===== config.mk =====
export PLATFORM = sky130hd
export DESIGN_NAME = aes256_ctrl
export DESIGN_NICKNAME = d
export VERILOG_FILES = /design/src/hw/rtl/aes256_pkg.sv /design/src/hw/rtl/aes256_ctrl.sv
export SDC_FILE = /design/constraint.sdc
export NUM_CORES = 1
export LEC_CHECK = 0
export ABC_AREA = 1
export ABC_CLOCK_PERIOD_IN_PS = 2000
export CORE_ASPECT_RATIO = 1.2
export CORE_MARGIN = 5
export CORE_UTILIZATION = 34
export CTS_CLUSTER_SIZE = 14
export DETAILED_ROUTE_END_ITERATION = 8
export DONT_BUFFER_PORTS = 1
export PLACE_DENSITY = 0.53
export SLEW_MARGIN = 20
export SYNTH_ARGS = -nofsm -noshare
export SYNTH_HDL_FRONTEND = slang
export SYNTH_SLANG_ARGS = --single-unit

===== constraint.sdc =====
create_clock -name clk -period 2 [get_ports clk]
set_clock_uncertainty 0.05 [all_clocks]
set_input_delay 0.1 -clock clk [delete_from_list [all_inputs] [get_ports clk]]
set_output_delay 0.1 -clock clk [all_outputs]
set_load 0.1 [all_outputs]

===== src/hw/rtl/aes256_pkg.sv =====
`timescale 1ns / 1ps
package aes256_pkg;

  localparam int NUM_ROUNDS  = 14;
  localparam int KEY_WORDS   = 8;
  localparam int SCHED_WORDS = 60;

  localparam logic [1:0] REG_KEY0 = 2'd0;
  localparam logic [1:0] REG_KEY1 = 2'd1;
  localparam logic [1:0] REG_KEY2 = 2'd2;
  localparam logic [1:0] REG_KEY3 = 2'd3;

  typedef struct packed {
    logic       load_blk;
    logic       do_round;
    logic       last_round;
    logic       key_init;
    logic       key_step;
    logic [5:0] key_idx;
    logic [5:0] rk_idx;
  } aes256_cmd_t;

  function automatic logic [7:0] sbox(input logic [7:0] x);
    logic [7:0] tbl [256];
    tbl = '{
      8'h63,8'h7c,8'h77,8'h7b,8'hf2,8'h6b,8'h6f,8'hc5,8'h30,8'h01,8'h67,8'h2b,8'hfe,8'hd7,8'hab,8'h76,
      8'hca,8'h82,8'hc9,8'h7d,8'hfa,8'h59,8'h47,8'hf0,8'had,8'hd4,8'ha2,8'haf,8'h9c,8'ha4,8'h72,8'hc0,
      8'hb7,8'hfd,8'h93,8'h26,8'h36,8'h3f,8'hf7,8'hcc,8'h34,8'ha5,8'he5,8'hf1,8'h71,8'hd8,8'h31,8'h15,
      8'h04,8'hc7,8'h23,8'hc3,8'h18,8'h96,8'h05,8'h9a,8'h07,8'h12,8'h80,8'he2,8'heb,8'h27,8'hb2,8'h75,
      8'h09,8'h83,8'h2c,8'h1a,8'h1b,8'h6e,8'h5a,8'ha0,8'h52,8'h3b,8'hd6,8'hb3,8'h29,8'he3,8'h2f,8'h84,
      8'h53,8'hd1,8'h00,8'hed,8'h20,8'hfc,8'hb1,8'h5b,8'h6a,8'hcb,8'hbe,8'h39,8'h4a,8'h4c,8'h58,8'hcf,
      8'hd0,8'hef,8'haa,8'hfb,8'h43,8'h4d,8'h33,8'h85,8'h45,8'hf9,8'h02,8'h7f,8'h50,8'h3c,8'h9f,8'ha8,
      8'h51,8'ha3,8'h40,8'h8f,8'h92,8'h9d,8'h38,8'hf5,8'hbc,8'hb6,8'hda,8'h21,8'h10,8'hff,8'hf3,8'hd2,
      8'hcd,8'h0c,8'h13,8'hec,8'h5f,8'h97,8'h44,8'h17,8'hc4,8'ha7,8'h7e,8'h3d,8'h64,8'h5d,8'h19,8'h73,
      8'h60,8'h81,8'h4f,8'hdc,8'h22,8'h2a,8'h90,8'h88,8'h46,8'hee,8'hb8,8'h14,8'hde,8'h5e,8'h0b,8'hdb,
      8'he0,8'h32,8'h3a,8'h0a,8'h49,8'h06,8'h24,8'h5c,8'hc2,8'hd3,8'hac,8'h62,8'h91,8'h95,8'he4,8'h79,
      8'he7,8'hc8,8'h37,8'h6d,8'h8d,8'hd5,8'h4e,8'ha9,8'h6c,8'h56,8'hf4,8'hea,8'h65,8'h7a,8'hae,8'h08,
      8'hba,8'h78,8'h25,8'h2e,8'h1c,8'ha6,8'hb4,8'hc6,8'he8,8'hdd,8'h74,8'h1f,8'h4b,8'hbd,8'h8b,8'h8a,
      8'h70,8'h3e,8'hb5,8'h66,8'h48,8'h03,8'hf6,8'h0e,8'h61,8'h35,8'h57,8'hb9,8'h86,8'hc1,8'h1d,8'h9e,
      8'he1,8'hf8,8'h98,8'h11,8'h69,8'hd9,8'h8e,8'h94,8'h9b,8'h1e,8'h87,8'he9,8'hce,8'h55,8'h28,8'hdf,
      8'h8c,8'ha1,8'h89,8'h0d,8'hbf,8'he6,8'h42,8'h68,8'h41,8'h99,8'h2d,8'h0f,8'hb0,8'h54,8'hbb,8'h16
    };
    return tbl[x];
  endfunction

  function automatic logic [7:0] xtime(input logic [7:0] b);
    return {b[6:0], 1'b0} ^ (b[7] ? 8'h1b : 8'h00);
  endfunction

endpackage


===== src/hw/rtl/aes256_ctrl.sv =====
`timescale 1ns / 1ps
module aes256_ctrl
  import aes256_pkg::*;
(
  input  logic        clk,
  input  logic        rst_n,
  input  logic        key_wr,
  input  logic        in_fire,
  input  logic        out_busy,
  output logic        in_ready,
  output logic        done,
  output aes256_cmd_t cmd
);

  typedef enum logic [1:0] {S_KEY, S_IDLE, S_ROUND} state_t;

  state_t     state_r, state_nxt;
  logic [5:0] kidx_r, kidx_nxt;
  logic [3:0] rnd_r, rnd_nxt;
  logic       kpend_r, kpend_nxt;
  logic       full_r, full_nxt;

  always_comb begin
    state_nxt = state_r;
    kidx_nxt  = kidx_r;
    rnd_nxt   = rnd_r;
    kpend_nxt = kpend_r | key_wr;
    cmd       = '0;
    in_ready  = 1'b0;
    // finished block moves to the output register once it has room
    done      = full_r && !out_busy;
    full_nxt  = full_r && out_busy;
    case (state_r)
      S_KEY: begin
        cmd.key_step = 1'b1;
        cmd.key_idx  = kidx_r;
        kidx_nxt     = kidx_r + 6'd1;
        if (kidx_r == 6'(SCHED_WORDS - 1)) begin
          state_nxt = S_IDLE;
        end
      end
      S_IDLE: begin
        in_ready = !kpend_r && !key_wr && (!full_r || !out_busy);
        if (kpend_r) begin
          cmd.key_init = 1'b1;
          kpend_nxt    = key_wr;
          kidx_nxt     = 6'(KEY_WORDS);
          state_nxt    = S_KEY;
        end else if (in_fire) begin
          cmd.load_blk = 1'b1;
          cmd.rk_idx   = 6'd0;
          rnd_nxt      = 4'd1;
          state_nxt    = S_ROUND;
        end
      end
      S_ROUND: begin
        cmd.do_round   = 1'b1;
        cmd.rk_idx     = {rnd_r, 2'b00};
        cmd.last_round = (rnd_r == 4'(NUM_ROUNDS));
        rnd_nxt        = rnd_r + 4'd1;
        if (rnd_r == 4'(NUM_ROUNDS)) begin
          full_nxt  = 1'b1;
          rnd_nxt   = 4'd0;
          state_nxt = S_IDLE;
        end
      end
      default: state_nxt = S_IDLE;
    endcase
  end

  always_ff @(posedge clk) begin
    if (!rst_n) begin
      state_r <= S_IDLE;
      kidx_r  <= '0;
      rnd_r   <= '0;
      kpend_r <= 1'b1;
      full_r  <= 1'b0;
    end else begin
      state_r <= state_nxt;
      kidx_r  <= kidx_nxt;
      rnd_r   <= rnd_nxt;
      kpend_r <= kpend_nxt;
      full_r  <= full_nxt;
    end
  end

endmodule


Word level (Yosys, flattened, before mapping)

Cells that the tools add are included.

Add/sub/neg operators: 2
Multiply operators: 0
Div/mod/pow operators: 0
Magnitude comparators: 0
Eq/ne operators: 10
Shifts and indexed selects: 0
Multiplexer cells: 24
Bitwise logic cells: 1
Reduce and logical (&&, ||, !) cells: 15

Operators by type and width:

| cell                | number |
|---|---|
| $mux 4              | 3 |
| $mux 6              | 2 |
| $pmux 6 s2          | 1 |
| $mux 1              | 10 |
| $mux 2              | 5 |
| $ne 2x2->1 const B  | 5 |
| $pmux 4 s2          | 1 |
| $mux 7              | 1 |
| $add 6x1->6 const B | 1 |
| $eq 6x6->1 const B  | 1 |
| $pmux 2 s3          | 1 |
| $reduce_and 3->1    | 2 |
| $add 4x1->4 const B | 1 |
| $eq 4x4->1 const B  | 1 |
| $logic_and 1x1->1   | 4 |
| $logic_not 1->1     | 4 |
| $reduce_bool 2->1   | 2 |
| $ne 3x3->1 const B  | 1 |
| $eq 2x1->1 const B  | 1 |
| $eq 2x2->1 const B  | 1 |
| $logic_not 2->1     | 1 |
| $reduce_and 2->1    | 1 |
| $logic_or 1x1->1    | 1 |
| $or 1x1->1          | 1 |

Flip-flop bits (word level): 14
Bits in latches: 0
Bits in writable memories: 0
ROM bits: 0
Bits of input ports: 5
Output and inout bits: 19
Word-level logic and storage cells: 57
Memories: 0

Depth between registers and ports, before layout

Depth after elaboration: 4
Depth in mapped cells: 8
Depth with buffers taken out: 8

Least setup slack after synthesis

Ideal clock, no wire load.

Path kind: register to register
Start point: register rnd_r[0]
End point: register rnd_r[0]
Library setup time: 0.111 ns
Arrival time: 2.162 ns
Data required time: 1.839 ns
Setup slack: -0.323 ns
Cell stages (with the launch flop): 8
Path buffers: 0
Cell sequence: dfxtp_1 inv_1 ha_1 nand3_1 nor2_1 nor3_1 nand2_1 inv_1

Longest elaborated chain between the ends: 3
Elaborated cells between the ends (all ways): 4

RTL lines:

| element                                          | RTL line                             | RTL |
|---|---|---|
| start, declared                                  | aes256_ctrl.sv:19                    | `logic [3:0] rnd_r, rnd_nxt;` |
| start signal, assigned                           | aes256_ctrl.sv:81                    | `rnd_r <= rnd_nxt;` |
| $add 4x1->4 / $eq 4x4->1 (equally long branches) | aes256_ctrl.sv:60, aes256_ctrl.sv:61 |  |
| $mux 4 *                                         | aes256_ctrl.sv:61                    | `if (rnd_r == 4'(NUM_ROUNDS)) begin` |
| $pmux 4 s2 *                                     | aes256_ctrl.sv:33                    | `case (state_r)` |

Mark *: on every way between the ends. The rest lies on a longest branch, timed or not.
A chain may end at the register's enable or synchronous reset.

Worst setup path after layout

Start point: register rnd_r[0]
End point: register state_r[0]

Longest elaborated chain between the ends: 3

RTL lines:

| element                           | RTL line          | RTL |
|---|---|---|
| $eq 4x4->1                        | aes256_ctrl.sv:61 |  |
| $ne 2x2->1 (no source line)       | -                 |  |
| $reduce_and 3->1 (no source line) | -                 |  |
| end signal, assigned              | aes256_ctrl.sv:79 | `state_r <= state_nxt;` |
| end, declared                     | aes256_ctrl.sv:17 | `state_t state_r, state_nxt;` |

No other way between the ends.

==> results.cfg <==
[critical_path]
crit-reg2reg-capture = state_r[0]
slowest_stage = sky130_fd_sc_hd__dlygate4sd3_1
cp.arrival_ns = 2.00
critical_path_peak_fanout = 4
worstSetupEndpointType = flop
slowest_cell_delay_on_critical_path_ns = 0.56
r2r.worst_path.cells = 9
rrSetupSlack_ns = 0.13
worst_ep_required_time_ns = 2.14
crit_path_start_kind = flop
timing.critical_path.mode_cell = sky130_fd_sc_hd__nand3_1
critical_path.cell_chain = inv_1 > ha_1 > nand3_1 > nand2_1 > nand2_1 > inv_1 > nand3_1 > nand3_1 > dlygate4sd3_1
r2r_start = rnd_r[0]
critical_path_class = reg2reg

[synth]
synth_cells = 130
synth.distinct_cells = 22
combinational_family_with_the_most_area_after_synthesis = simple AND/OR/NAND/NOR gates
synth-adder-area-share_pct = 4.59
synth.avg_cell_area_um2 = 6.29
synth-seq-area-share_pct = 34.3
synth.area.mux_share_pct = 0
post-synth-top-area-fraction_pct = 34.3
yosys-top-cells-area = sky130_fd_sc_hd__dfxtp_1 (34%), sky130_fd_sc_hd__nand2_1 (11%), sky130_fd_sc_hd__nor2_1 (11%)
post_synthesis_compound_gate_area_fraction_pct = 7.65
synth_area_leader = sky130_fd_sc_hd__dfxtp_1
ys_warn_count = 0
netlist_area_before_placement_um2 = 818
yosys.area_share.simple_pct = 40.1
yosys_register_bits = 14
share_of_the_synthesized_netlist_area_taken_by_xor_and_xnor_gates_pct = 0

[routing]
drt_drc = 0
avgViaCountPerCell = 4.63
drt_first_iter_violations = 17
detail_route.wirelength_mm = 2.03
ant_nets = 0
routed_length_per_placed_instance_um = 11.1
firstDrtPassIters = 4
vias = 847

[power]
p_clk_share_pct = 30.4
intPower_mw = 0.443
power_density_nw_per_um2 = 670
part_of_the_total_power_dissipated_in_sequential_elements_pct = 41.7
power.switching_mw = 0.280
switching_share_pct = 38.7
leakage_nw = 0.480
power.share.combinational_pct = 28.0
irDropWorstVdd_mv = 0.417

[clock_network]
clock_tree.root_cell = sky130_fd_sc_hd__clkbuf_4
clkTransAtPathRegs_ns = 0.10
ctsHtreeMaxLevel = 1
ctsHoldBuffers = 4
tritoncts.num_buffers = 3
cts_num_sinks = 14
cts_max_path_buffers = 2
cts_tree = built
post-cts-setup-buffer-count = 0
worstSkewPairLatency_ns = 0.29
cts_resized = 0

[floorplanning]
io_pins = 24
design.core.area_um2 = 2310
floorplan.die.width_um = 54.8
start_util_pct = 35.5
die_height_um = 63.7
design.die.area_um2 = 3490
num_rows = 19

[place]
numPlacedInstances = 175
place_ws_ns = 0.569
place.detailed.hpwl_mm = 1.50
io_buffer_count = 0
routabilityCongestion = 0.801

[cells_and_area]
design.final.nets = 161
instances_no_fill = 183
final_layout_size_suffix_gt1_share_pct = 27.0
postLayoutCoreUtil_pct = 46.8
layout.cells.most_common_list = sky130_fd_sc_hd__nand2_1 (24), sky130_fd_sc_hd__inv_1 (21), sky130_fd_sc_hd__nand3_1 (17), sky130_fd_sc_hd__buf_4 (17), sky130_fd_sc_hd__nor2_2 (16)
mostFrequentLayoutCell = sky130_fd_sc_hd__nand2_1
area_delta_synth_final_pct = 31.8
antenna_cells = 0

[grt]
grt_max_degree = 12
grt_first_pass_wirelength_mm = 3.48
first_global_vias = 828
grt_usage_pct = 13.1
initial_antenna_violation_count = 0
grt-ovfl-total = 0

[run]
maxCapViolCount = 0

[sta]
grt_setup_unrepaired = false
finalCriticalPeriod_ns = 1.87
highest_clock_rate_mhz = 535
slew_viol_final = 0
finalWorstSetupSlack_ns = 0.132
setup_viol = 0
final-hold-violation-count = 0
final.period_utilization_pct = 93.4
tns_ns = 0

[min_path]
timing.hold.worst.start = in_fire
min_delay_worst_endpoint = state_r[1]
min_delay_path_depth = 2
hp-class = in2reg

[outcome]
outcome = finished, final reports clean
==> critical path, delay by kind of cell, from the launching register on <==
kind                       cells  cell delay, ns
buffers and inverters          3            0.68
DFF                            1            0.37
adders and majority gates      1            0.19
and+or+nand+nor                5            0.48
==> metal layers <==
layer  global-route usage [%]  vias up  share of wire, %
met5                        0        -                 0
met4                     5.61        0               1.3
met3                     2.09        4               3.3
met2                     23.8       13                53
met1                     14.0      385                42
li1                         -      445                 -
==> final cells by class <==
type / count / area (um2)
timing repair buffer: 21 / 168
multi-input combinational: 91 / 473
tap: 31 / 38.8
clock buffer: 4 / 36.3
fill: 252 / 1230
inverter: 22 / 82.6
sequential: 14 / 280
==> cell usage after synthesis (all sizes together) <==
master / number
clkbuf: 1
dfxtp: 14
nand2: 25
a21oi: 10
conb: 1
nand3: 17
o21ai: 1
ha: 3
nand4: 2
buf: 3
nor3: 2
nor2: 25
o211ai: 1
or2: 2
inv: 22
nand3b: 1
==> kinds of logic after synthesis <==
| group | after synthesis |
|---|---|
| flops | 14 |
| compound gates | 12 |
| simple gates | 74 |
| fa+ha+maj | 3 |
| other cells | 1 |
| buf+inv | 26 |
==> registers in the layout, summed over array words and instances, names as in the netlist <==
| name | flops |
|---|---|
| full_r | 1 |
| kidx_r | 6 |
| kpend_r | 1 |
| rnd_r | 4 |
| state_r | 2 |
==> metrics by stage <==
| step | power, mW | hold slack (ns) | area [um2] |
|---|---|---|---|
| after floorplan | 0.471 | 0.134 | 845 |
| after global placement | 0.501 | 0.136 | 1000 |
| after detailed placement | 0.502 | 0.145 | 1000 |
| after CTS | 0.726 | 0.0745 | 1080 |
| after global routing | 0.751 | 0.113 | 1080 |
| final | 0.723 | 0.0732 | 1080 |
==> how the worst max path moves through the flow <==
stage | slack, ns | startpoint | end
2_1_floorplan | 0.01 | state_r[0] | cmd[3]
3_3_place_gp | 0.62 | state_r[0] | cmd[16]
3_5_place_dp | 0.57 | state_r[0] | cmd[16]
4_1_cts | 0.15 | rnd_r[0] | state_r[0]
5_1_grt | 0.005 | rnd_r[0] | state_r[0]
6_report | 0.13 | rnd_r[0] | state_r[0]
==> power by group through the flow <==
stage | logic, mW | registers, mW | clock network [mW]
4_1_cts | 0.204 | 0.301 | 0.221
3_5_place_dp | 0.195 | 0.307 | 0
6_report | 0.202 | 0.301 | 0.220
2_1_floorplan | 0.166 | 0.305 | 0
5_1_grt | 0.218 | 0.303 | 0.230
3_3_place_gp | 0.195 | 0.307 | 0
Note: power is estimated with default switching activity, not from simulation.
